## src/hw/rtl/asmkl_pkg.sv

```systemverilog
`timescale 1ns / 1ps
// ----------------------------------------------------------------------------
// asmkl_pkg - shared types and constants of the assembly keyword lexer
// Mnemonic table, status codes, token field types and special byte values.
// ----------------------------------------------------------------------------
package asmkl_pkg;

    localparam int NUM_KEYS     = 23;
    localparam int KEY_LEN_MAX  = 6;
    localparam int KEY_LEN_BITS = 3;
    localparam int CODE_BITS    = 5;
    localparam int FIELD_BITS   = 16;

    typedef logic [7:0]              byte_t;
    typedef logic [CODE_BITS-1:0]    code_t;
    typedef logic [FIELD_BITS-1:0]   field_t;
    typedef logic [KEY_LEN_BITS-1:0] key_len_t;

    typedef enum logic [1:0] {
        STATUS_OK       = 2'd0,
        STATUS_UNKNOWN  = 2'd1,
        STATUS_TOO_LONG = 2'd2
    } status_t;

    localparam code_t CODE_NONE    = '0;
    localparam byte_t BYTE_END     = 8'd0;
    localparam byte_t BYTE_NEWLINE = 8'd10;

    // Mnemonics right-aligned, first letter in the most significant used byte
    localparam logic [8*KEY_LEN_MAX-1:0] KEY_TEXT [NUM_KEYS] = '{
        "nop", "push", "pop", "dup", "indup", "swap", "inswap", "add", "sub",
        "mul", "div", "mod", "cmpe", "cmpne", "cmpg", "cmpl", "cmpge", "cmple",
        "jmp", "zjmp", "nzjmp", "print", "halt"
    };

    localparam key_len_t KEY_LEN [NUM_KEYS] = '{
        3'd3, 3'd4, 3'd3, 3'd3, 3'd5, 3'd4, 3'd6, 3'd3, 3'd3,
        3'd3, 3'd3, 3'd3, 3'd4, 3'd5, 3'd4, 3'd4, 3'd5, 3'd5,
        3'd3, 3'd4, 3'd5, 3'd5, 3'd4
    };

    function automatic byte_t key_char(input int k, input int i);
        int len;
        byte_t c;
        len = int'(KEY_LEN[k]);
        c   = '0;
        if (i < len)
        begin
            c = KEY_TEXT[k][8*(len-1-i) +: 8];
        end
        return c;
    endfunction

endpackage

```

## src/hw/rtl/asmkl_if.sv

```systemverilog
`timescale 1ns / 1ps
// ----------------------------------------------------------------------------
// asmkl_if - channel interfaces of the assembly keyword lexer
// Text byte channel and token channel, valid/ready handshake.
// ----------------------------------------------------------------------------
interface asmkl_byte_if;
    logic              valid;
    logic              ready;
    asmkl_pkg::byte_t  text_byte;

    modport source (output valid, output text_byte, input ready);
    modport sink   (input valid, input text_byte, output ready);
endinterface

interface asmkl_token_if;
    logic                valid;
    logic                ready;
    asmkl_pkg::code_t    token_code;
    asmkl_pkg::field_t   token_line;
    asmkl_pkg::field_t   token_column;
    asmkl_pkg::status_t  status;

    modport source (output valid, output token_code, output token_line,
                    output token_column, output status, input ready);
    modport sink   (input valid, input token_code, input token_line,
                    input token_column, input status, output ready);
endinterface

```

## src/hw/rtl/assembly_keyword_lexer_core.sv

```systemverilog
`timescale 1ns / 1ps
// ----------------------------------------------------------------------------
// assembly_keyword_lexer_core - keyword lexer for stack-machine assembly
// Collects letter runs from a byte stream and emits mnemonic tokens.
// ----------------------------------------------------------------------------
// Takes one text byte every cycle. A token appears on the output register in
// the cycle after the byte that ends its word; text.ready falls only while a
// token sits in that register and token.ready is low. Matching against all
// mnemonics runs in parallel in the cycle the ending byte is taken. Byte 0
// flushes a pending word and restarts line and column at 1; counts saturate
// at 2**POS_BITS-1, and the token fields carry their low 16 bits.
module assembly_keyword_lexer_core #(
    parameter int MAX_WORD = 9,
    parameter int POS_BITS = 16
) (
    input  logic                 clk,
    input  logic                 rst_n,
    asmkl_byte_if.sink           text,
    asmkl_token_if.source        token
);
    import asmkl_pkg::*;

    localparam int LEN_BITS = $clog2(MAX_WORD + 1);
    localparam int IDX_BITS = $clog2(MAX_WORD);

    typedef logic [POS_BITS-1:0] pos_t;

    byte_t                letters_reg [MAX_WORD];
    logic [LEN_BITS-1:0]  word_len_reg;
    logic                 too_long_reg;
    pos_t                 line_reg;
    pos_t                 column_reg;
    pos_t                 start_line_reg;
    pos_t                 start_column_reg;

    logic                 out_valid_reg;
    code_t                out_code_reg;
    field_t               out_line_reg;
    field_t               out_column_reg;
    status_t              out_status_reg;

    logic                 accept;
    logic                 is_letter;
    logic                 pending;
    logic                 emit;
    code_t                match_code;
    code_t                out_code_next;
    status_t              out_status_next;
    logic [POS_BITS+FIELD_BITS-1:0] line_ext;
    logic [POS_BITS+FIELD_BITS-1:0] column_ext;

    function automatic pos_t sat_inc(input pos_t v);
        return (v == '1) ? v : v + pos_t'(1);
    endfunction

    asmkl_match #(
        .MAX_WORD (MAX_WORD)
    ) u_match (
        .letters (letters_reg),
        .length  (word_len_reg),
        .code    (match_code)
    );

    assign text.ready = !out_valid_reg || token.ready;
    assign accept     = text.valid && text.ready;
    assign is_letter  = (text.text_byte inside {[8'h61:8'h7A], [8'h41:8'h5A]});
    assign pending    = (word_len_reg != '0) || too_long_reg;
    assign emit       = accept && !is_letter && pending;

    assign line_ext   = {{FIELD_BITS{1'b0}}, start_line_reg};
    assign column_ext = {{FIELD_BITS{1'b0}}, start_column_reg};

    always_comb
    begin
        if (too_long_reg)
        begin
            out_code_next   = CODE_NONE;
            out_status_next = STATUS_TOO_LONG;
        end
        else
        begin
            out_code_next   = match_code;
            out_status_next = (match_code != CODE_NONE) ? STATUS_OK : STATUS_UNKNOWN;
        end
    end

    // word and position state
    always_ff @(posedge clk or negedge rst_n)
    begin
        if (!rst_n)
        begin
            word_len_reg     <= '0;
            too_long_reg     <= 1'b0;
            line_reg         <= pos_t'(1);
            column_reg       <= pos_t'(1);
            start_line_reg   <= pos_t'(1);
            start_column_reg <= pos_t'(1);
        end
        else if (accept)
        begin
            if (is_letter)
            begin
                if (!pending)
                begin
                    start_line_reg   <= line_reg;
                    start_column_reg <= column_reg;
                end
                if (word_len_reg < LEN_BITS'(MAX_WORD))
                begin
                    word_len_reg <= word_len_reg + LEN_BITS'(1);
                end
                else
                begin
                    too_long_reg <= 1'b1;
                end
                column_reg <= sat_inc(column_reg);
            end
            else
            begin
                word_len_reg <= '0;
                too_long_reg <= 1'b0;
                case (text.text_byte)
                    BYTE_END:
                    begin
                        line_reg   <= pos_t'(1);
                        column_reg <= pos_t'(1);
                    end
                    BYTE_NEWLINE:
                    begin
                        line_reg   <= sat_inc(line_reg);
                        column_reg <= pos_t'(1);
                    end
                    default:
                    begin
                        column_reg <= sat_inc(column_reg);
                    end
                endcase
            end
        end
    end

    // letter store, written at the current length
    always_ff @(posedge clk)
    begin
        if (accept && is_letter && word_len_reg < LEN_BITS'(MAX_WORD))
        begin
            letters_reg[word_len_reg[IDX_BITS-1:0]] <= text.text_byte;
        end
    end

    // output register
    always_ff @(posedge clk or negedge rst_n)
    begin
        if (!rst_n)
        begin
            out_valid_reg <= 1'b0;
        end
        else if (emit)
        begin
            out_valid_reg <= 1'b1;
        end
        else if (token.ready)
        begin
            out_valid_reg <= 1'b0;
        end
    end

    always_ff @(posedge clk)
    begin
        if (emit)
        begin
            out_code_reg   <= out_code_next;
            out_line_reg   <= line_ext[FIELD_BITS-1:0];
            out_column_reg <= column_ext[FIELD_BITS-1:0];
            out_status_reg <= out_status_next;
        end
    end

    assign token.valid        = out_valid_reg;
    assign token.token_code   = out_code_reg;
    assign token.token_line   = out_line_reg;
    assign token.token_column = out_column_reg;
    assign token.status       = out_status_reg;

endmodule

```

## src/hw/rtl/asmkl_match.sv

```systemverilog
`timescale 1ns / 1ps
// ----------------------------------------------------------------------------
// asmkl_match - mnemonic matcher
// Compares the held word against every mnemonic in parallel.
// ----------------------------------------------------------------------------
module asmkl_match #(
    parameter int MAX_WORD = 9
) (
    input  asmkl_pkg::byte_t                     letters [MAX_WORD],
    input  logic [$clog2(MAX_WORD+1)-1:0]        length,
    output asmkl_pkg::code_t                     code
);
    import asmkl_pkg::*;

    localparam int LEN_BITS = $clog2(MAX_WORD + 1);

    always_comb
    begin
        logic same;
        code = CODE_NONE;
        for (int k = NUM_KEYS - 1; k >= 0; k--)
        begin
            same = (length == LEN_BITS'(KEY_LEN[k]));
            for (int i = 0; i < KEY_LEN_MAX; i++)
            begin
                if (i < int'(KEY_LEN[k]) && letters[i] != key_char(k, i))
                begin
                    same = 1'b0;
                end
            end
            if (same)
            begin
                code = CODE_BITS'(k + 1);
            end
        end
    end

endmodule
```

## src/flat_wrapper.sv

```systemverilog
// flat-port wrapper written by rule: the top's interface ports become plain ports
module assembly_keyword_lexer_core_flat import asmkl_pkg::*;
#(
    parameter int MAX_WORD = 9,
    parameter int POS_BITS = 16
)
  (clk, rst_n, text_valid, text_text_byte, text_ready, token_valid, token_token_code, token_token_line, token_token_column, token_status, token_ready);
  asmkl_byte_if text_i ();
  asmkl_token_if token_i ();
  input  logic clk;
  input  logic rst_n;
  input wire logic [$bits(text_i.valid)-1:0] text_valid;
  input wire logic [$bits(text_i.text_byte)-1:0] text_text_byte;
  output wire logic [$bits(text_i.ready)-1:0] text_ready;
  output wire logic [$bits(token_i.valid)-1:0] token_valid;
  output wire logic [$bits(token_i.token_code)-1:0] token_token_code;
  output wire logic [$bits(token_i.token_line)-1:0] token_token_line;
  output wire logic [$bits(token_i.token_column)-1:0] token_token_column;
  output wire logic [$bits(token_i.status)-1:0] token_status;
  input wire logic [$bits(token_i.ready)-1:0] token_ready;
  assign text_i.valid = text_valid;
  assign text_i.text_byte = text_text_byte;
  assign text_ready = text_i.ready;
  assign token_valid = token_i.valid;
  assign token_token_code = token_i.token_code;
  assign token_token_line = token_i.token_line;
  assign token_token_column = token_i.token_column;
  assign token_status = token_i.status;
  assign token_i.ready = token_ready;
  assembly_keyword_lexer_core #(.MAX_WORD(MAX_WORD), .POS_BITS(POS_BITS)) u_core (.clk(clk), .rst_n(rst_n), .text(text_i), .token(token_i));
endmodule
```

## config.mk

```make
export PLATFORM = sky130hd
export DESIGN_NAME = assembly_keyword_lexer_core_flat
export DESIGN_NICKNAME = d
export VERILOG_FILES = /design/src/hw/rtl/asmkl_pkg.sv /design/src/hw/rtl/asmkl_if.sv /design/src/hw/rtl/assembly_keyword_lexer_core.sv /design/src/hw/rtl/asmkl_match.sv /design/src/flat_wrapper.sv
export SDC_FILE = /design/constraint.sdc
export NUM_CORES = 1
export LEC_CHECK = 0
export BUFFER_PORTS_ARGS = -buffer_cell sky130_fd_sc_hd__buf_2
export CAP_MARGIN = 15
export CORE_MARGIN = 4
export CORE_UTILIZATION = 37
export CTS_BUF_LIST = sky130_fd_sc_hd__clkbuf_16
export CTS_CLUSTER_DIAMETER = 200
export DETAILED_ROUTE_END_ITERATION = 16
export SKIP_CTS_REPAIR_TIMING = 1
export SYNTH_ARGS = -nofsm -noshare
export SYNTH_HDL_FRONTEND = slang
export SYNTH_SLANG_ARGS = --single-unit
export TNS_END_PERCENT = 1
```

## constraint.sdc

```tcl
create_clock -name clk -period 3.8 [get_ports clk]
set_clock_uncertainty 0.2 [all_clocks]
set_input_delay 0.76 -clock clk [delete_from_list [all_inputs] [get_ports clk]]
set_output_delay 0.76 -clock clk [all_outputs]
set_load 0.005 [all_outputs]
```

### After elaboration in Yosys (flattened, before gate mapping)

Index checks and enable logic that the tools add are counted.

* input bits: 12
* logic and storage cells: 228
* register bits after elaboration: 181

* magnitude comparators: 7
* reductions and logical operators: 23
* bitwise gates (word level): 3
* mux-type cells: 115
* equal/unequal tests: 57
* add/subtract/negate cells: 3

Operator list (number)
* $ne 8x7->1 const B: 47
* $mux 5: 23
* $mux 1: 82
* $bwmux 72: 1
* $mux 16: 4
* $add 16x1->16 const B: 2
* $demux 8 s4: 1
* $eq 16x16->1 const B: 2
* $pmux 16 s2: 1
* $ge 8x7->1 const B: 2
* $le 8x7->1 const B: 2
* $eq 4x3->1 const B: 3
* $eq 8x4->1 const B: 1
* $logic_and 1x1->1: 8
* $logic_not 8->1: 1
* $mux 4: 2
* $mux 8: 1
* $ne 2x2->1 const B: 3
* $reduce_bool 2->1: 3
* $ge 5x5->1 const B: 1
* $lt 5x1->1 const B: 1
* $not 4->5: 1
* $reduce_bool 5->1: 1
* $add 4x1->4 const B: 1
* 10 further kinds: 14

### Logic depth before layout (Yosys ltp)

Gate-level depths: netlist of the first run.

* depth in word-level cells: 30
* gate-level depth with buffers: 10
* mapped depth without buffers: 9

### Modules after synthesis

Synthesis of the first run repeated with hierarchy kept, for this count alone.

* cells, all modules: 595
* area total of the unflattened synthesis: 8075.2 um^2

By module, submodules not included
* assembly_keyword_lexer_core: cells each 442, area each 6877.8 um^2, instances 1
* asmkl_match: cells each 153, area each 1197.4 um^2, instances 1

### Worst setup path after synthesis of the first run

No wires, ideal clock.

* path kind: in2reg
* start: in text_text_byte[4]
* end: reg u_core.out_status_reg[0] (netlist: u_core.token.status[0]), enable pin
* required time: 3.206 ns
* path buffers: 0
* arrival time: 2.414 ns
* path slack: 0.793 ns
* stages on the path: 6
* path through: nor3_1 o2bb2ai_1 nor2_1 nor2_1 nand2_1 inv_1

* word-level cells in the longest chain between the ends: 6

Ends and longest elaborated chain
* start, declared: RTL line flat_wrapper.sv:13 `input wire logic [$bits(text_i.text_byte)-1:0] text_text_byte;`
* $ge 8x7->1 / $le 8x7->1 (equally long branches): RTL line assembly_keyword_lexer_core.sv:66 `assign is_letter = (text.text_byte inside {[8'h61:8'h7A], [8'h41:8'h5A]});`
* $logic_and 1x1->1: RTL line assembly_keyword_lexer_core.sv:66
* $reduce_bool 2->1 *: RTL line assembly_keyword_lexer_core.sv:66
* $logic_not 1->1 *: RTL line assembly_keyword_lexer_core.sv:68 `assign emit = accept && !is_letter && pending;`
* $logic_and 1x1->1 * (2 in series): RTL line assembly_keyword_lexer_core.sv:68
* net u_core.emit: RTL line assembly_keyword_lexer_core.sv:45 `logic emit;`
* end signal, assigned: RTL line assembly_keyword_lexer_core.sv:175 `out_status_reg <= out_status_next;`
* end, declared: RTL line assembly_keyword_lexer_core.sv:40 `status_t out_status_reg;`

Mark *: on every way through the listed nets, which the timed path passes. The rest lies on a longest branch.
A chain may end at the register's enable or synchronous reset.

### Worst setup path in the final report of the first run

* start: reg u_core.letters_reg[68] (netlist name)
* end: reg u_core.out_status_reg[0] (netlist: u_core.token.status[0]), data pin

* word-level cells in the longest chain between the ends: 30

Ends and longest elaborated chain
* start, declared: RTL line assembly_keyword_lexer_core.sv:28 `byte_t letters_reg [MAX_WORD];`
* start signal, assigned by index: RTL line assembly_keyword_lexer_core.sv:147 `letters_reg[word_len_reg[IDX_BITS-1:0]] <= text.text_byte;`
* $ne 8x7->1: RTL line asmkl_match.sv:26 `if (i < int'(KEY_LEN[k]) && letters[i] != key_char(k, i))`
* $mux 1 (4 in series): RTL line asmkl_match.sv:26
* $mux 5 / $mux 1 (equally long branches): RTL line asmkl_match.sv:31, asmkl_match.sv:26
* $mux 5 (21 in series): RTL line asmkl_match.sv:31 `if (same)`
* $mux 5 *: RTL line asmkl_match.sv:31
* $reduce_bool 5->1 *: RTL line assembly_keyword_lexer_core.sv:83 `out_status_next = (match_code != CODE_NONE) ? STATUS_OK : STATUS_UNKNOWN;`
* $mux 1 *: RTL line assembly_keyword_lexer_core.sv:83

Every way passes the cells marked *; elsewhere a longest branch is shown, timed or not.

==> results of run 1 <==
cell type report:
type,instances,area [um2]
sequential,157,4370
multi-input combinational,370,2500
inverter,12,45.0
fill,1708,10500
clock buffer,18,450
timing repair buffer,59,313
clock inverter,14,150
tap,234,293
through the flow:
stage	worst slack, ns	instance area, um2	hold slack, ns
3_5_place_dp	0.765	7520	0.230
5_1_grt	0.687	8120	0.261
4_1_cts	0.868	8120	0.246
2_1_floorplan	0.793	6990	0.221
6_report	0.768	8120	0.244
3_3_place_gp	0.793	7520	0.230
worst paths after layout:
path                                                 end  slack [ns]  cells past startpoint
setup / recovery                  u_core.token.status[0]        0.77                      7
hold / removal             u_core.token.token_column[11]        0.24                      0
setup reg to reg                  u_core.token.status[0]        0.77                      7
hold reg to reg            u_core.token.token_column[11]        0.24                      0
max in group asynchronous             u_core.line_reg[2]        2.48                      2
min in group asynchronous     u_core.start_column_reg[5]        0.32                      2
per-layer routing:
metal	track usage (%)	vias to the layer above
met1	19.5	2334
met4	5.70	0
met3	3.49	19
met5	0	-
met2	23.5	145
li1	-	2222
report_power, final:
part / internal, mW / switching [mW] / total, mW
Clock: 0.967 / 0.728 / 1.70
Sequential: 1.92 / 0.0789 / 2.00
Combinational: 0.101 / 0.131 / 0.232
Total: 2.99 / 0.938 / 3.93
cell usage in the layout (no fill, tap or decap), types with 4 or more instances in the layout:
| master | synthesis | layout |
|---|---|---|
| nand4_1 | 9 | 9 |
| o21ai_0 | 12 | 12 |
| xor2_1 | 7 | 7 |
| ha_1 | 7 | 7 |
| mux2_2 | 33 | 33 |
| and2_1 | 7 | 7 |
| dfrtp_1 | 66 | 66 |
| dfstp_2 | 4 | 4 |
| nor4_1 | 20 | 20 |
| and3_1 | 11 | 11 |
| edfxtp_1 | 87 | 87 |
| nand2b_1 | 12 | 12 |
| nand3_1 | 15 | 15 |
| nand4b_1 | 8 | 8 |
| inv_1 | 12 | 12 |
| buf_4 | 1 | 7 |
| a41oi_1 | 4 | 4 |
| nor3_1 | 24 | 24 |
| and4_1 | 8 | 8 |
| nand2_1 | 44 | 44 |
| and3b_1 | 4 | 4 |
| nor2b_1 | 5 | 5 |
| a31oi_1 | 5 | 5 |
| or3_1 | 7 | 7 |
| nand3b_1 | 4 | 4 |
| nor2_1 | 47 | 46 |
| or4bb_1 | 4 | 4 |
| clkbuf_16 | 0 | 18 |
| xnor2_1 | 15 | 15 |
| a21oi_1 | 15 | 15 |
| buf_2 | 2 | 52 |
worst max-delay path: cells and delay by family, from the launching register on:
kind | cells | cell delay, ns
AND/OR/NAND/NOR | 6 | 2.00
flip-flops | 1 | 0.41
AO/OA/AOI/OAI | 1 | 0.16
cell families (layout without fill, tap and decap cells):
logic type,Yosys count,in the layout,share of synthesized area [%]
compound gates,52,52,4.89
xor+xnor,22,22,2.76
fa+ha+maj,7,7,1.25
simple gates,255,255,21.4
buf+inv,25,103,1.75
mux,34,34,5.46
flops,157,157,62.5
==> impl_results.md, run 1 <==
* Max incr delay on CP at 0.81 ns
* YS warnings at 0
* Reg-to-Reg Start: u_core.letters_reg[68]
* DR DRC count at 0
* First drt pass iteration count at 5
* Synth top area cells: edfxtp_1 (37%), dfrtp_1 (24%), mux2_2 (5.3%), nor2_1 (2.5%), nand2_1 (2.4%)
* Metal3 WL at 666 um
* WP data arrival at 2.99 ns
* Total CTS buffers at 17
* Via Count at 4720
* WP data required at 3.76 ns
* Bufs on Longest Clock Path at 2
* I/O pin cnt at 53
* Height of the die at 145 um
* Mean cell area of the mapped netlist at 12.7 um2
* Synth area leader: edfxtp_1
* Dpl cells at 832
* Syn nets at 571
* Vias in the first global route at 4757
* WL met2 at 7120 um
* Largest net degree at the start of global routing at 71
* CP startpoint: u_core.letters_reg[68]
* Max Clk Rate at 330 MHz
* Max-slew headroom at 37.7%
* # rows at 50
* CTS tree: built
* Post-DP HPWL at 10700 um
* RePlAce Congestion at 0.906
* Final max-slew violation count at 0
* Chip Width at 145 um
* PD cells at 484 nW/um2
* Max layer used: met4
* Outcome: finished clean
* Count leader, synth: edfxtp_1
* ANT nets after route at 0
* Clock transition at the registers of the reported paths at 0.06 ns
* Period utilization at 79.8%
* GR Overflow Total at 0
* Die area at 21200 um2
* Synth unique cells at 64
* First-pass GRT wire length at 25000 um
* Mapped Area at 6990 um2
* Final #Nets at 636
* Peak VDD IR at 328 uV
* Layout Cells excl Fill at 864
* Detailed router's first-iteration violation count at 442
* IO Port Bufs at 52
* Setup crit end kind: register
* Post-Route WL at 15200 um
* Antenna violations before repair at 0
* Max-cap viol count at 0
* Flip-flop count of the largest register after layout at 48
* RSZ-0062 raised after global routing: no
* Starting Density at 37.5%
* Dominant synthesized flop cell: edfxtp_1
* Area growth, synth to finish at 16.2%
* Total power after layout at 3.93 mW
* Post-Route Utilization at 43.6%
* Setup CP Type: reg2reg
* Hold_sp: u_core.start_column_reg[11]
* Post-synth top area share at 37.4%
* Core ar. at 18600 um2
* Async SR Flop Fraction at 44.6%
* CP Launch Type: register
* Diode count at 0
* Synth Instances at 552
* Wire per inst at 17.6 um
* Clk Latency, worst-skew pair at 0.42 ns
* H-tree levels at 4
* Final worst path period need at 3.03 ns
* Post-synth EDFFs at 87
* Seq/Total Area, Yosys at 62.5%
* Final setup vio count at 0
* Post-synth top cells: edfxtp_1 (87), dfrtp_1 (66), nor2_1 (47)
* Final hold violation count at 0
* Setup TNS at 0 ns
* Clock sink count at 157
* Slowest CP cell: nor4bb_1
* Critical path fanouts, max at 4
* Routed vias/inst at 5.46
* Met1 WL at 7140 um
* Worst path cell trace: nor4bb_1 -> nand4b_1 -> nor4_1 -> a41oi_1 -> and4b_1 -> nand3_1 -> nor4_2
* Leakage at 3.18 nW
* Tightest Pin Transition at 0.922 ns
* Layout cells sized above 1 at 22.2%
* Hold Path Class: reg2reg
* Total Routing Usage GR at 14.7%
* Number of synthesized register bits at 157
* Clock root buffer: clkbuf_16
Note: power is estimated with default switching activity, not from simulation.
==> inputs of run 2 (changes only) <==
clock period = 2.95 ns   (was 3.8 ns; I/O delays follow)
==> run 2 against run 1 <==
  * The flow now finishes with violations (hold timing)
  * Clock power increased by 25%
  * Total power up 28%
  * Non-clock buffer count increased by 20
  * Largest cell class unchanged
  * Largest power group unchanged
==> impl_results.md, run 2 (synthesis gave the netlist of run 1 again) <==
* Largest net degree at the start of global routing at 46 (-35%)
* Clk Latency, worst-skew pair at 0.42 ns (about the same)
* Total CTS buffers at 17 (unchanged)
* Clock root buffer: clkbuf_16
* Detailed router's first-iteration violation count at 384 (-13%)
* Antenna violations before repair at 0 (unchanged)
* Wire per inst at 17.4 um (-1.4%)
* # rows at 50 (unchanged)
* Met3 Use GR at 4.08% (+0.59 points)
* Flip-flop count of the largest register after layout at 48 (unchanged)
* Outcome: finished with violations
* Failing checks: hold timing
* Starting Density at 37.5% (unchanged)
* Most frequent cells in the layout: edfxtp_1 (87), dfrtp_1 (65), buf_2 (52)
* Fin area at 8280 um2 (+2.0%)
* Peak VDD IR at 412 uV (+26%)
* Die area at 21200 um2 (unchanged)
* Grt met1 use at 20.0% (+0.52 points)
* Core ar. at 18600 um2 (unchanged)
* Period utilization at 94.8% (+15 points)
* WP data arrival at 2.85 ns (-0.14 ns)
* RePlAce Congestion at 0.909 (+0.30%)
* Register Area at 4370 um2 (about the same)
* CP startpoint: u_core.word_len_reg[0]
* Layout cells sized above 1 at 24.6% (+2.4 points)
* Vias in the first global route at 4741 (-0.34%)
* IO Port Bufs at 52 (unchanged)
* Setup crit end kind: register
* H-tree levels at 4 (unchanged)
* Max-cap viol count at 0 (unchanged)
* First-pass GRT wire length at 25300 um (+0.93%)
* Chip Width at 145 um (unchanged)
* DR DRC count at 0 (unchanged)
* Reg-to-Reg Start: u_core.word_len_reg[0]
* Routed vias/inst at 5.39 (-1.4%)
* First drt pass iteration count at 5 (unchanged)
* GR Overflow Total at 0 (unchanged)
* Final max-slew violation count at 0 (unchanged)
* Final setup vio count at 0 (unchanged)
* Area growth, synth to finish at 18.5%
* Hold_ws at -0.0154 ns (-0.259 ns)
* Setup WS pre-CTS at 0.106 ns (-0.659 ns)
* Total of fill cells in the finished design at 1749 (+2.4%)
* Commonest non-fill, non-tap cell in the layout: edfxtp_1
* Post-Route WL at 15300 um (+0.92%)
* RSZ-0062 raised after global routing: no
* Final hold violation count at 17 (+17)
* WP data required at 3.01 ns (-0.75 ns)
* Dpl cell area at 7690 um2 (+2.2%)
* Gr busiest metal: met2
* Final #Nets at 656 (+3.1%)
* Height of the die at 145 um (unchanged)
* Bufs on Longest Clock Path at 2 (unchanged)
* R2R cell count at 9 (+2)
* Clock sink count at 157 (unchanged)
* Post-route setup slack at 0.153 ns (-0.616 ns)
* Setup CP Type: reg2reg
* Met2 Use GR at 23.5% (+0.070 points)
* Post-DP HPWL at 11000 um (+3.3%)
* Via Count at 4761 (+0.87%)
* Total Routing Usage GR at 14.9% (+0.22 points)
* Hold Path Class: in2async
* Final worst path period need at 2.80 ns (-0.234 ns)
* Area of the multi-input gates at 2500 um2 (unchanged)
* Setup TNS at 0 ns (unchanged)
* Diode count at 0 (unchanged)
* Max-slew headroom at 57.7% (+20 points)
* Leakage at 3.28 nW (+2.9%)
* I/O pin cnt at 53 (unchanged)
* Max Clk Rate at 358 MHz (+8.4%)
* Tightest Pin Transition at 0.635 ns (-0.287 ns)
* CP Launch Type: register
* PD cells at 605 nW/um2 (+25%)
* CTS tree: built
* Critical path fanouts, max at 6 (+2)
* ANT nets after route at 0 (unchanged)
* Clock transition at the registers of the reported paths at 0.07 ns (about the same)
run 2: changes by cell type in the layout (fill, tap and decap cells not counted), sizes merged:
cell / change
buf: +20
clkbuf: -1
clkinv: -3
clkinvlp: +1
inv: +3
run 2: critical path: stages, from the launching register on:
cell and delay (ns):
dfrtp_2 0.40, inv_1 0.09, ha_1 0.25, and3b_1 0.21, nand3_2 0.10, nor4_2 0.06, and4_4 0.19, or3_1 0.31
or4_1 0.54, nor4_2 0.27
run 2: cell type report:
| type | instances | area share [%] |
|---|---|---|
| Tap cell | 234 | 3.53 |
| Multi-Input combinational cell | 370 | 30.2 |
| Clock inverter | 15 | 1.78 |
| Timing Repair Buffer | 79 | 6.04 |
| Clock buffer | 17 | 5.14 |
| Inverter | 12 | 0.544 |
| Sequential cell | 157 | 52.8 |
run 2: final timing paths:
check / to / slack (ns)
max in group asynchronous: u_core.line_reg[0] / 1.83
min in group clk: u_core.token.token_line[15] / 0.25
setup / recovery: u_core.token.status[0] / 0.15
hold reg to reg: u_core.token.token_line[15] / 0.25
setup reg to reg: u_core.token.status[0] / 0.15
hold / removal: u_core.start_column_reg[7] / -0.02
run 2: routing by layer:
layer | share of wire, % | vias to the layer above | wire length [um]
met2 | 47 | 143 | 7260
met5 | 0 | - | 0
met3 | 4.9 | 35 | 754
met1 | 46 | 2324 | 7010
met4 | 2.1 | 0 | 326
li1 | - | 2259 | -
run 2: power by group:
part | switching, mW | internal, mW | total (mW)
registers | 0.101 | 2.48 | 2.58
clock network | 0.929 | 1.19 | 2.12
logic | 0.173 | 0.146 | 0.319
run 2: metrics by stage:
step,util (%),total power [mW],cells,hold WS [ns]
3_3_place_gp,41.2,2.93,849,0.229
3_5_place_dp,41.2,2.95,849,0.233
5_1_grt,44.4,5.23,884,0.00724
6_report,44.4,5.02,884,-0.0154
4_1_cts,44.3,5.07,881,-0.0139
2_1_floorplan,-,2.78,552,0.0944
